--- config.mk ---
export PLATFORM = sky130hd
export DESIGN_NAME = block_buffer_cache_lru
export DESIGN_NICKNAME = d
export VERILOG_FILES = /design/src/bbc_pkg.sv /design/src/bbc_front.sv /design/src/bbc_back.sv /design/src/block_buffer_cache_lru.sv
export SDC_FILE = /design/constraint.sdc
export NUM_CORES = 2
export LEC_CHECK = 0
export ABC_AREA = 0
export BUFFER_PORTS_ARGS = -buffer_cell sky130_fd_sc_hd__buf_2
export CORE_MARGIN = 8
export CORE_UTILIZATION = 30
export CTS_CLUSTER_SIZE = 30
export DETAILED_ROUTE_END_ITERATION = 10
export GPL_ROUTABILITY_DRIVEN = 0
export MAX_ROUTING_LAYER = met4
export PLACE_DENSITY = 0.48
export SLEW_MARGIN = 20
export SYNTH_ARGS = -nofsm -noshare
export SYNTH_HDL_FRONTEND = slang
export SYNTH_SLANG_ARGS = --single-unit
--- constraint.sdc ---
create_clock -name clk -period 12.39 [get_ports clk]
set_input_delay 3.717 -clock clk [delete_from_list [all_inputs] [get_ports clk]]
set_output_delay 3.717 -clock clk [all_outputs]
set_load 0.02 [all_outputs]
--- src/bbc_pkg.sv ---
// ----------------------------------------------------------------------------
// bbc_pkg
// Shared types and codes for the LRU buffer cache.
// ----------------------------------------------------------------------------
package bbc_pkg;

  typedef enum logic [1:0] {
    REQ_GET     = 2'd0,
    REQ_RELEASE = 2'd1,
    REQ_PIN     = 2'd2,
    REQ_UNPIN   = 2'd3
  } req_t;

  typedef enum logic [1:0] {
    ST_OK     = 2'd0,
    ST_NOFREE = 2'd1,
    ST_UNDER  = 2'd2,
    ST_SAT    = 2'd3
  } status_t;

  typedef enum logic [1:0] {
    BK_IDLE = 2'd0,
    BK_SCAN = 2'd1,
    BK_DONE = 2'd2
  } bk_state_t;

  localparam logic [7:0] REFS_MAX = 8'd255;

  // Request word as it travels from the front to the back.
  typedef struct packed {
    req_t        op;
    logic [7:0]  dev;
    logic [31:0] blk;
    logic [7:0]  slot;   // zero-extended buffer slot
    logic [31:0] now;
    logic        in_range;
  } cmd_t;

endpackage

--- src/bbc_front.sv ---
// ----------------------------------------------------------------------------
// bbc_front
// Accepts requests, classifies slot range, queues them for the back end.
// ----------------------------------------------------------------------------
module bbc_front #(
  parameter int NUM_BUFFERS = 32,
  parameter int QDEPTH      = 2
) (
  input  logic          clk,
  input  logic          rst,
  input  logic          in_valid,
  output logic          in_ready,
  input  logic [1:0]    req_type,
  input  logic [7:0]    device_id,
  input  logic [31:0]   block_number,
  input  logic [4:0]    buffer_slot,
  input  logic [31:0]   now_tick,
  output logic          q_valid,
  input  logic          q_ready,
  output bbc_pkg::cmd_t q_cmd
);
  localparam int AW = (QDEPTH > 1) ? $clog2(QDEPTH) : 1;

  bbc_pkg::cmd_t  q [QDEPTH];
  logic [AW-1:0]  wp, rp;
  logic [AW:0]    cnt;
  logic           push, pop;
  bbc_pkg::cmd_t  cmd_in;

  // classify the incoming word
  always_comb begin
    cmd_in.op       = bbc_pkg::req_t'(req_type);
    cmd_in.dev      = device_id;
    cmd_in.blk      = block_number;
    cmd_in.slot     = {3'd0, buffer_slot};
    cmd_in.now      = now_tick;
    cmd_in.in_range = ({3'd0, buffer_slot} < 8'(NUM_BUFFERS)) || (NUM_BUFFERS > 31);
  end

  assign in_ready = (cnt != (AW+1)'(QDEPTH));
  assign push     = in_valid && in_ready;
  assign q_valid  = (cnt != '0);
  assign pop      = q_valid && q_ready;
  assign q_cmd    = q[rp];

  // queue storage
  always_ff @(posedge clk) begin
    if (push) q[wp] <= cmd_in;
  end

  // queue pointers
  always_ff @(posedge clk) begin
    if (rst) begin
      wp <= '0; rp <= '0; cnt <= '0;
    end else begin
      if (push) wp <= (wp == AW'(QDEPTH-1)) ? '0 : wp + 1'b1;
      if (pop)  rp <= (rp == AW'(QDEPTH-1)) ? '0 : rp + 1'b1;
      cnt <= cnt + (AW+1)'(push) - (AW+1)'(pop);
    end
  end
endmodule

--- src/bbc_back.sv ---
// ----------------------------------------------------------------------------
// bbc_back
// Executes requests against the entry table; get scans one entry a cycle.
// ----------------------------------------------------------------------------
module bbc_back #(
  parameter int NUM_BUFFERS = 32
) (
  input  logic          clk,
  input  logic          rst,
  input  logic          q_valid,
  output logic          q_ready,
  input  bbc_pkg::cmd_t q_cmd,
  output logic          out_valid,
  input  logic          out_ready,
  output logic [4:0]    slot_out,
  output logic          was_hit,
  output logic          fill_needed,
  output logic [1:0]    status
);
  localparam int IW = $clog2(NUM_BUFFERS);

  logic [7:0]  e_dev  [NUM_BUFFERS];
  logic [31:0] e_blk  [NUM_BUFFERS];
  logic [7:0]  e_refs [NUM_BUFFERS];
  logic [31:0] e_last [NUM_BUFFERS];
  logic [NUM_BUFFERS-1:0] e_valid;

  bbc_pkg::bk_state_t state, state_next;
  bbc_pkg::cmd_t cmd;
  logic [IW:0]   idx;
  logic          hit_f, vic_f;
  logic [IW-1:0] hit_i, vic_i;
  logic [31:0]   vic_t;
  logic [IW-1:0] ci, si;
  logic          cur_match, cur_free, take;
  logic          scan_end;

  assign q_ready  = (state == bbc_pkg::BK_IDLE);
  assign take     = q_valid && q_ready;
  assign ci       = idx[IW-1:0];
  assign si       = cmd.slot[IW-1:0];
  assign cur_match = e_valid[ci] && e_dev[ci] == cmd.dev && e_blk[ci] == cmd.blk;
  assign cur_free  = (e_refs[ci] == 8'd0);
  assign scan_end  = (idx == (IW+1)'(NUM_BUFFERS));

  // sequencer
  always_comb begin
    state_next = state;
    case (state)
      bbc_pkg::BK_IDLE: if (take) state_next = bbc_pkg::BK_SCAN;
      bbc_pkg::BK_SCAN: begin
        if (cmd.op != bbc_pkg::REQ_GET || scan_end) state_next = bbc_pkg::BK_DONE;
      end
      bbc_pkg::BK_DONE: if (out_ready) state_next = bbc_pkg::BK_IDLE;
      default: state_next = bbc_pkg::BK_IDLE;
    endcase
  end

  always_ff @(posedge clk) begin
    if (rst) state <= bbc_pkg::BK_IDLE;
    else     state <= state_next;
  end

  assign out_valid = (state == bbc_pkg::BK_DONE);

  // datapath: scan, then update and form the result word
  always_ff @(posedge clk) begin
    if (rst) begin
      e_valid <= '0;
      for (int i = 0; i < NUM_BUFFERS; i++) begin
        e_dev[i] <= '0; e_blk[i] <= '0; e_refs[i] <= '0; e_last[i] <= '0;
      end
    end else begin
      case (state)
        bbc_pkg::BK_IDLE: if (take) begin
          cmd <= q_cmd; idx <= '0; hit_f <= 1'b0; vic_f <= 1'b0;
        end
        bbc_pkg::BK_SCAN: begin
          was_hit <= 1'b0; fill_needed <= 1'b0; status <= bbc_pkg::ST_OK;
          slot_out <= cmd.slot[4:0];
          if (cmd.op == bbc_pkg::REQ_GET) begin
            if (!scan_end) begin
              if (cur_match && !hit_f) begin hit_f <= 1'b1; hit_i <= ci; end
              if (cur_free && (!vic_f || e_last[ci] < vic_t)) begin
                vic_f <= 1'b1; vic_i <= ci; vic_t <= e_last[ci];
              end
              idx <= idx + 1'b1;
            end else if (hit_f) begin
              was_hit  <= 1'b1;
              slot_out <= 5'(hit_i);
              if (e_refs[hit_i] >= bbc_pkg::REFS_MAX) status <= bbc_pkg::ST_SAT;
              else e_refs[hit_i] <= e_refs[hit_i] + 8'd1;
            end else if (vic_f) begin
              slot_out <= 5'(vic_i); fill_needed <= 1'b1;
              e_dev[vic_i] <= cmd.dev; e_blk[vic_i] <= cmd.blk;
              e_refs[vic_i] <= 8'd1; e_valid[vic_i] <= 1'b1;
            end else begin
              slot_out <= '0; status <= bbc_pkg::ST_NOFREE;
            end
          end else if (cmd.in_range) begin
            if (cmd.op == bbc_pkg::REQ_PIN) begin
              if (e_refs[si] >= bbc_pkg::REFS_MAX) status <= bbc_pkg::ST_SAT;
              else e_refs[si] <= e_refs[si] + 8'd1;
            end else if (e_refs[si] == 8'd0) begin
              status <= bbc_pkg::ST_UNDER;
            end else begin
              e_refs[si] <= e_refs[si] - 8'd1;
              if (cmd.op == bbc_pkg::REQ_RELEASE && e_refs[si] == 8'd1)
                e_last[si] <= cmd.now;
            end
          end
        end
        default: ;
      endcase
    end
  end
endmodule

--- src/block_buffer_cache_lru.sv ---
// A get scans one entry a cycle through the scan sequencer; release, pin
// and unpin skip the scan. The back end takes a new request only when idle,
// after the previous result has been taken (out_ready).
// A two-word queue lets requests arrive while the back end works.
// Reset (rst, synchronous): all entries cleared, queue empty.
// ----------------------------------------------------------------------------
// block_buffer_cache_lru
// LRU buffer cache with reference counts, front queue and scanning back end.
// ----------------------------------------------------------------------------
module block_buffer_cache_lru #(
  parameter int NUM_BUFFERS = 32
) (
  input  logic        clk,
  input  logic        rst,
  input  logic        in_valid,
  output logic        in_ready,
  input  logic [1:0]  req_type,
  input  logic [7:0]  device_id,
  input  logic [31:0] block_number,
  input  logic [4:0]  buffer_slot,
  input  logic [31:0] now_tick,
  output logic        out_valid,
  input  logic        out_ready,
  output logic [4:0]  slot_out,
  output logic        was_hit,
  output logic        fill_needed,
  output logic [1:0]  status
);
  logic          q_valid, q_ready;
  bbc_pkg::cmd_t q_cmd;

  bbc_front #(.NUM_BUFFERS(NUM_BUFFERS), .QDEPTH(2)) u_front (
    .clk, .rst, .in_valid, .in_ready, .req_type, .device_id, .block_number,
    .buffer_slot, .now_tick, .q_valid, .q_ready, .q_cmd
  );

  bbc_back #(.NUM_BUFFERS(NUM_BUFFERS)) u_back (
    .clk, .rst, .q_valid, .q_ready, .q_cmd, .out_valid, .out_ready,
    .slot_out, .was_hit, .fill_needed, .status
  );

`ifndef SYNTHESIS
  a_hit_no_fill: assert property (@(posedge clk) disable iff (rst)
    out_valid |-> !(was_hit && fill_needed)) else $error("hit with fill");
  a_nofree_slot: assert property (@(posedge clk) disable iff (rst)
    (out_valid && status == bbc_pkg::ST_NOFREE) |-> (slot_out == 5'd0 && !was_hit))
    else $error("bad no-free result");
  a_out_hold: assert property (@(posedge clk) disable iff (rst)
    (out_valid && !out_ready) |=> (out_valid && $stable(slot_out) && $stable(status)))
    else $error("result dropped");
`endif
endmodule

[After elaboration in Yosys (flattened, before gate mapping)]
Memory sizes are Yosys's and may differ from the RTL's. A register that Yosys moved wholly into a read port is not among the register bits.
Index checks and enable logic that the tools add are counted.
W data, S select, Z words.
Operators by class
  add/sub/neg operators: 8
  $lt $le $gt $ge: 6
  eq/ne operators: 16
  multiplexer cells: 101
  bitwise operators: 5
  reductions and logical operators: 35
Operators with widths (number)
  $mux W5: 15
  $mux W32: 2
  $reduce_or A32 Y1: 2
  $mux W1: 59
  $mux W8: 5
  $eq A32 B32 Y1: 1
  $lt A32 B32 Y1: 1
  $or A32 B32 Y32: 1
  $reduce_or A8 Y1: 4
  $mux W2: 11
  $reduce_and A5 Y1: 4
  $mux W6: 3
  $add A8 B1 Y8 const B: 2
  $ge A8 B8 Y1 const B: 2
  $logic_not A8 Y1: 2
  $lt A5 B6 Y1 const B: 2
  $pmux W6 S2: 1
  $reduce_and A6 Y1: 2
  $ne A2 B1 Y1 const B: 5
  $eq A8 B1 Y1 const B: 1
  $eq A8 B8 Y1: 1
  $logic_and A1 B1 Y1: 8
  $sub A8 B1 Y8 const B: 1
  $add A6 B1 Y6 const B: 1
  20 further kinds: 35
Word-level totals
  bits in registers: 98
  memory bits (writable): 2718
  output and inout bits: 11
  word-level logic and storage cells: 192
  memories kept: 5
Memory list
  u_back.e_blk: words 32, width 32, rd ports 1, clocked after Yosys merged registers in 1, write ports 32, RTL line bbc_back.sv:23  | logic [31:0] e_blk [NUM_BUFFERS];
  u_back.e_last: words 32, width 32, rd ports 1, clocked after Yosys merged registers in 1, write ports 32, RTL line bbc_back.sv:25  | logic [31:0] e_last [NUM_BUFFERS];
  u_back.e_dev: words 32, width 8, rd ports 1, clocked after Yosys merged registers in 1, write ports 32, RTL line bbc_back.sv:22  | logic [7:0] e_dev [NUM_BUFFERS];
  u_back.e_refs: words 32, width 8, rd ports 3, clocked after Yosys merged registers in 2, write ports 32, RTL line bbc_back.sv:24  | logic [7:0] e_refs [NUM_BUFFERS];
  u_front.q: words 2, width 79, rd ports 1, clocked after Yosys merged registers in 1, write ports 1, RTL line bbc_front.sv:24  | bbc_pkg::cmd_t q [QDEPTH];

[Depth between registers and ports, before layout]
An unclocked memory read counts as a cell.
  depth in word-level cells: 13
  mapped depth: 26
  mapped depth without buffers: 15

[Hierarchy]
From an unflattened synthesis, not the netlist that was laid out.
Unflattened totals
  cells, all modules: 8619
  area, all modules: 133905.9 µm²
Modules (own cells, without submodules)
  bbc_back: times used 1, cells each 8338, area an instance 127875.1 µm², sequential area each 82028.7 µm²
  bbc_front: times used 1, cells each 281, area an instance 6030.8 µm², sequential area each 4844.6 µm²

[Worst setup path after synthesis]
No wires, ideal clock.
  path kind: in2reg
  start point: input rst
  end point: register u_back.cmd[10] in the netlist's numbering, enable pin
  data arrival time: 11.432 ns
  required time: 11.679 ns
  setup slack: 0.247 ns
  stages on the path: 2
  cells stage by stage: clkbuf_1 > nor4_1
On the way
  longest elaborated chain between the ends: 2
Ends and longest elaborated chain
  start: declaration: RTL line block_buffer_cache_lru.sv:14  | input logic rst,
  $not A1 Y1 (no line)
  $reduce_and A3 Y1 (no line)
  end signal: assignment: RTL line bbc_back.sv:76  | cmd <= q_cmd; idx <= '0; hit_f <= 1'b0; vic_f <= 1'b0;
  end: declaration: RTL line bbc_back.sv:29  | bbc_pkg::cmd_t cmd;
No other way between the ends.
A chain may end at the register's enable or synchronous reset.

==> reports/qor.txt <==
Initial core utilization -> 30.2%
Vias -> 76,700
Mapped Area -> 133,000 um2
Dpl hpwl -> 264 mm
Routed met2 length -> 218 mm
Area delta synth->final -> 14.1%
Mapped Cells -> 8,673
Pre-antenna DRT Iters -> 7
CTS tree -> built
Crit path kind -> reg2reg
Number of flops mapped to enable cells by yosys -> 2,856
Slew margin rel. -> 22.2%
WL/cell -> 30.4 um
Fin area -> 152,000 um2
Post-CTS Hold Buffers -> 0
FMAX -> 0.136 GHz
Global-route wire length before repair -> 622 mm
Final worst-path cycle share -> 59.2%
Power per cell area -> 194 nW/um2
# Max-Cap Violations -> 0
Lkg Pwr -> 53.1 nW
Root Buffer -> clkbuf_16
Core area -> 442,000 um2
Drt total wl -> 448 mm
Boundary pin count -> 94
Post-CTS setup buffers -> 0
Post-Place Worst Slack -> 4390 ps
Worst setup EP type -> flop
Global Route Usage Sum -> 19.3%
Fin Hold WS -> 449 ps
Crit path required time -> 12,980 ps
Unrepaired setup endpoints after global routing -> no
Area of the die -> 466,000 um2
Sequential area share after synthesis -> 65.1%
Port Buffers -> 93
Minimum clock period -> 7330 ps
Die width -> 683 um
Top FF cell, synth -> edfxtp_1
Highest routed layer -> met4
Status -> finished, final reports clean
Worst Slack Setup Final -> 5060 ps
CTS clk-pin slew, worst paths -> 60 ps
Area after DPL -> 142,000 um2
H-tree depth -> 5
Post-DRT Antenna Nets -> 0
Worst Max-Slew Pin Slew -> 1160 ps
Mapped Nets -> 8,796
Post-CTS Resized -> 0
Layout cells sized above 1 -> 21.0%
Largest net degree at the start of global routing -> 97
Total Power -> 29.4 mW
Endpoints failing setup -> 0
Syn Area/Cell -> 15.4 um2
Placed insts -> 14,100
Most frequent cells in the layout -> edfxtp_1, and2_1, mux4_2, clkbuf_16, buf_4
Clock skew -> 67.2 ps
Synthesis Warnings -> 0
Startpoint Class -> flop
Routed vias/inst -> 5.20
CP max FO -> 36
Async SR Flop Fraction -> 0%
WL met1 -> 186 mm
Routed wl met3 -> 30.1 mm
Residual DRC -> 0
Final #Nets -> 8,692
Cts bufs inserted -> 331
Peak VDD IR -> 0.176 mV
Final Hold Fails -> 0
Number of DRC markers in iteration 0 -> 8,703
Commonest non-fill, non-tap cell in the layout -> edfxtp_1
GR Overflow Total -> 0
Register bit total from synthesis -> 2,904
Post-Route Utilization -> 34.4%
Vias in the first global route -> 77,200
Tightest Hold Check Type -> reg2reg
Clk_lat worst skew -> 940 ps
Initial antenna violation count -> 50
CTS Buffer Depth -> 4
Fin cells -> 14,800
Reg2Reg Setup Slack -> 5060 ps
Slew Limit Fails -> 0
CTS Sinks -> 2,904
DIE HEIGHT -> 683 um
Netlist cell types -> 88
Rows -> 244
CP arrival -> 7920 ps
Final TNS setup -> 0 ps
-- worst max-delay path, cell delays in order (launching register included) --
cell and delay, ps:
edfxtp_1 340, buf_4 470, buf_4 640, mux4_1 710
nand2_1 160, a31oi_1 160, a222oi_1 640, buf_4 280
ha_1 240, inv_1 80, o41ai_2 320, buf_4 250
and2_1 440, buf_4 400, mux2i_1 900, o21ai_1 460
nand2_1 410
-- final timing paths --
kind                         endpoint               from  cells after the start
hold reg to reg     u_back.e_valid[9]  u_back.e_valid[9]                      1
hold / removal      u_back.e_valid[9]  u_back.e_valid[9]                      1
setup / recovery  u_back.e_refs[4][2]     u_back.cmd[33]                     16
setup reg to reg  u_back.e_refs[4][2]     u_back.cmd[33]                     16
-- report_power, final --
group          internal [mW]  leakage, nW  switching [mW]
sequential              11.3         29.6           0.355
combinational           2.96         18.4            5.12
clock                   5.60         5.08            4.07
-- state kept, by name, summed over array words and instances, names as in the netlist, 2 cells and up, named ones only --
register         count
u_back.e_valid      32
u_back.idx           6
u_front.cnt          2
u_back.e_last     1024
u_back.e_blk      1024
u_back.state         2
u_back.cmd          79
u_back.slot_out      5
u_back.status        2
u_front.q          158
u_back.hit_i         5
u_back.e_refs      256
u_back.vic_i         5
u_back.vic_t        32
u_back.e_dev       256
-- layer usage --
metal | GRT usage (%) | up-vias
li1 | - | 32300
met1 | 25.3 | 40700
met2 | 31.6 | 3105
met3 | 2.49 | 698
met4 | 5.66 | 0
met5 | - | -
-- cell usage after synthesis (29+ instances only) --
cell      number  area share (%)
a21o_1        42            0.24
nand2_1      160            0.45
nand2b_1      29            0.14
mux2_2       118             1.0
nor2b_1       31            0.15
a21oi_1       65            0.24
edfxtp_1    2856              64
mux2i_1      242             1.8
nand4_1       29            0.14
ha_1          40            0.38
buf_2        115            0.43
nor4_1        48            0.23
and2_1      2220              10
mux4_2       671              11
nor2_1       306            0.86
nor3_1       201            0.75
a22oi_1      120            0.68
buf_1         57            0.16
dfxtp_1       48            0.72
nand3_1       75            0.28
o21ai_0      108            0.41
inv_1         57            0.16
xnor2_1       47            0.31
clkbuf_1     608             1.7
-- cell type report --
type,instances,area (um2)
fillers,42400,290000
flip-flops and latches,2904,86800
multi-input cells,4887,44200
clock buffers,407,8730
well taps,5904,7390
repair buffers,384,2930
clock inverters,186,1730
inverters,61,241
diodes,23,57.6
-- cells by family after synthesis --
| family | count (synthesis) | synth area share (%) |
|---|---|---|
| DFF | 2904 | 65.1 |
| muxes | 1055 | 14.6 |
| and+or+nand+nor | 3217 | 14.1 |
| AOI/OAI and AO/OA | 507 | 2.67 |
| buffers and inverters | 882 | 2.78 |
| xor gates and xnor gates | 68 | 0.447 |
| adders and majority gates | 40 | 0.375 |
(Power assumes the default switching activity.)
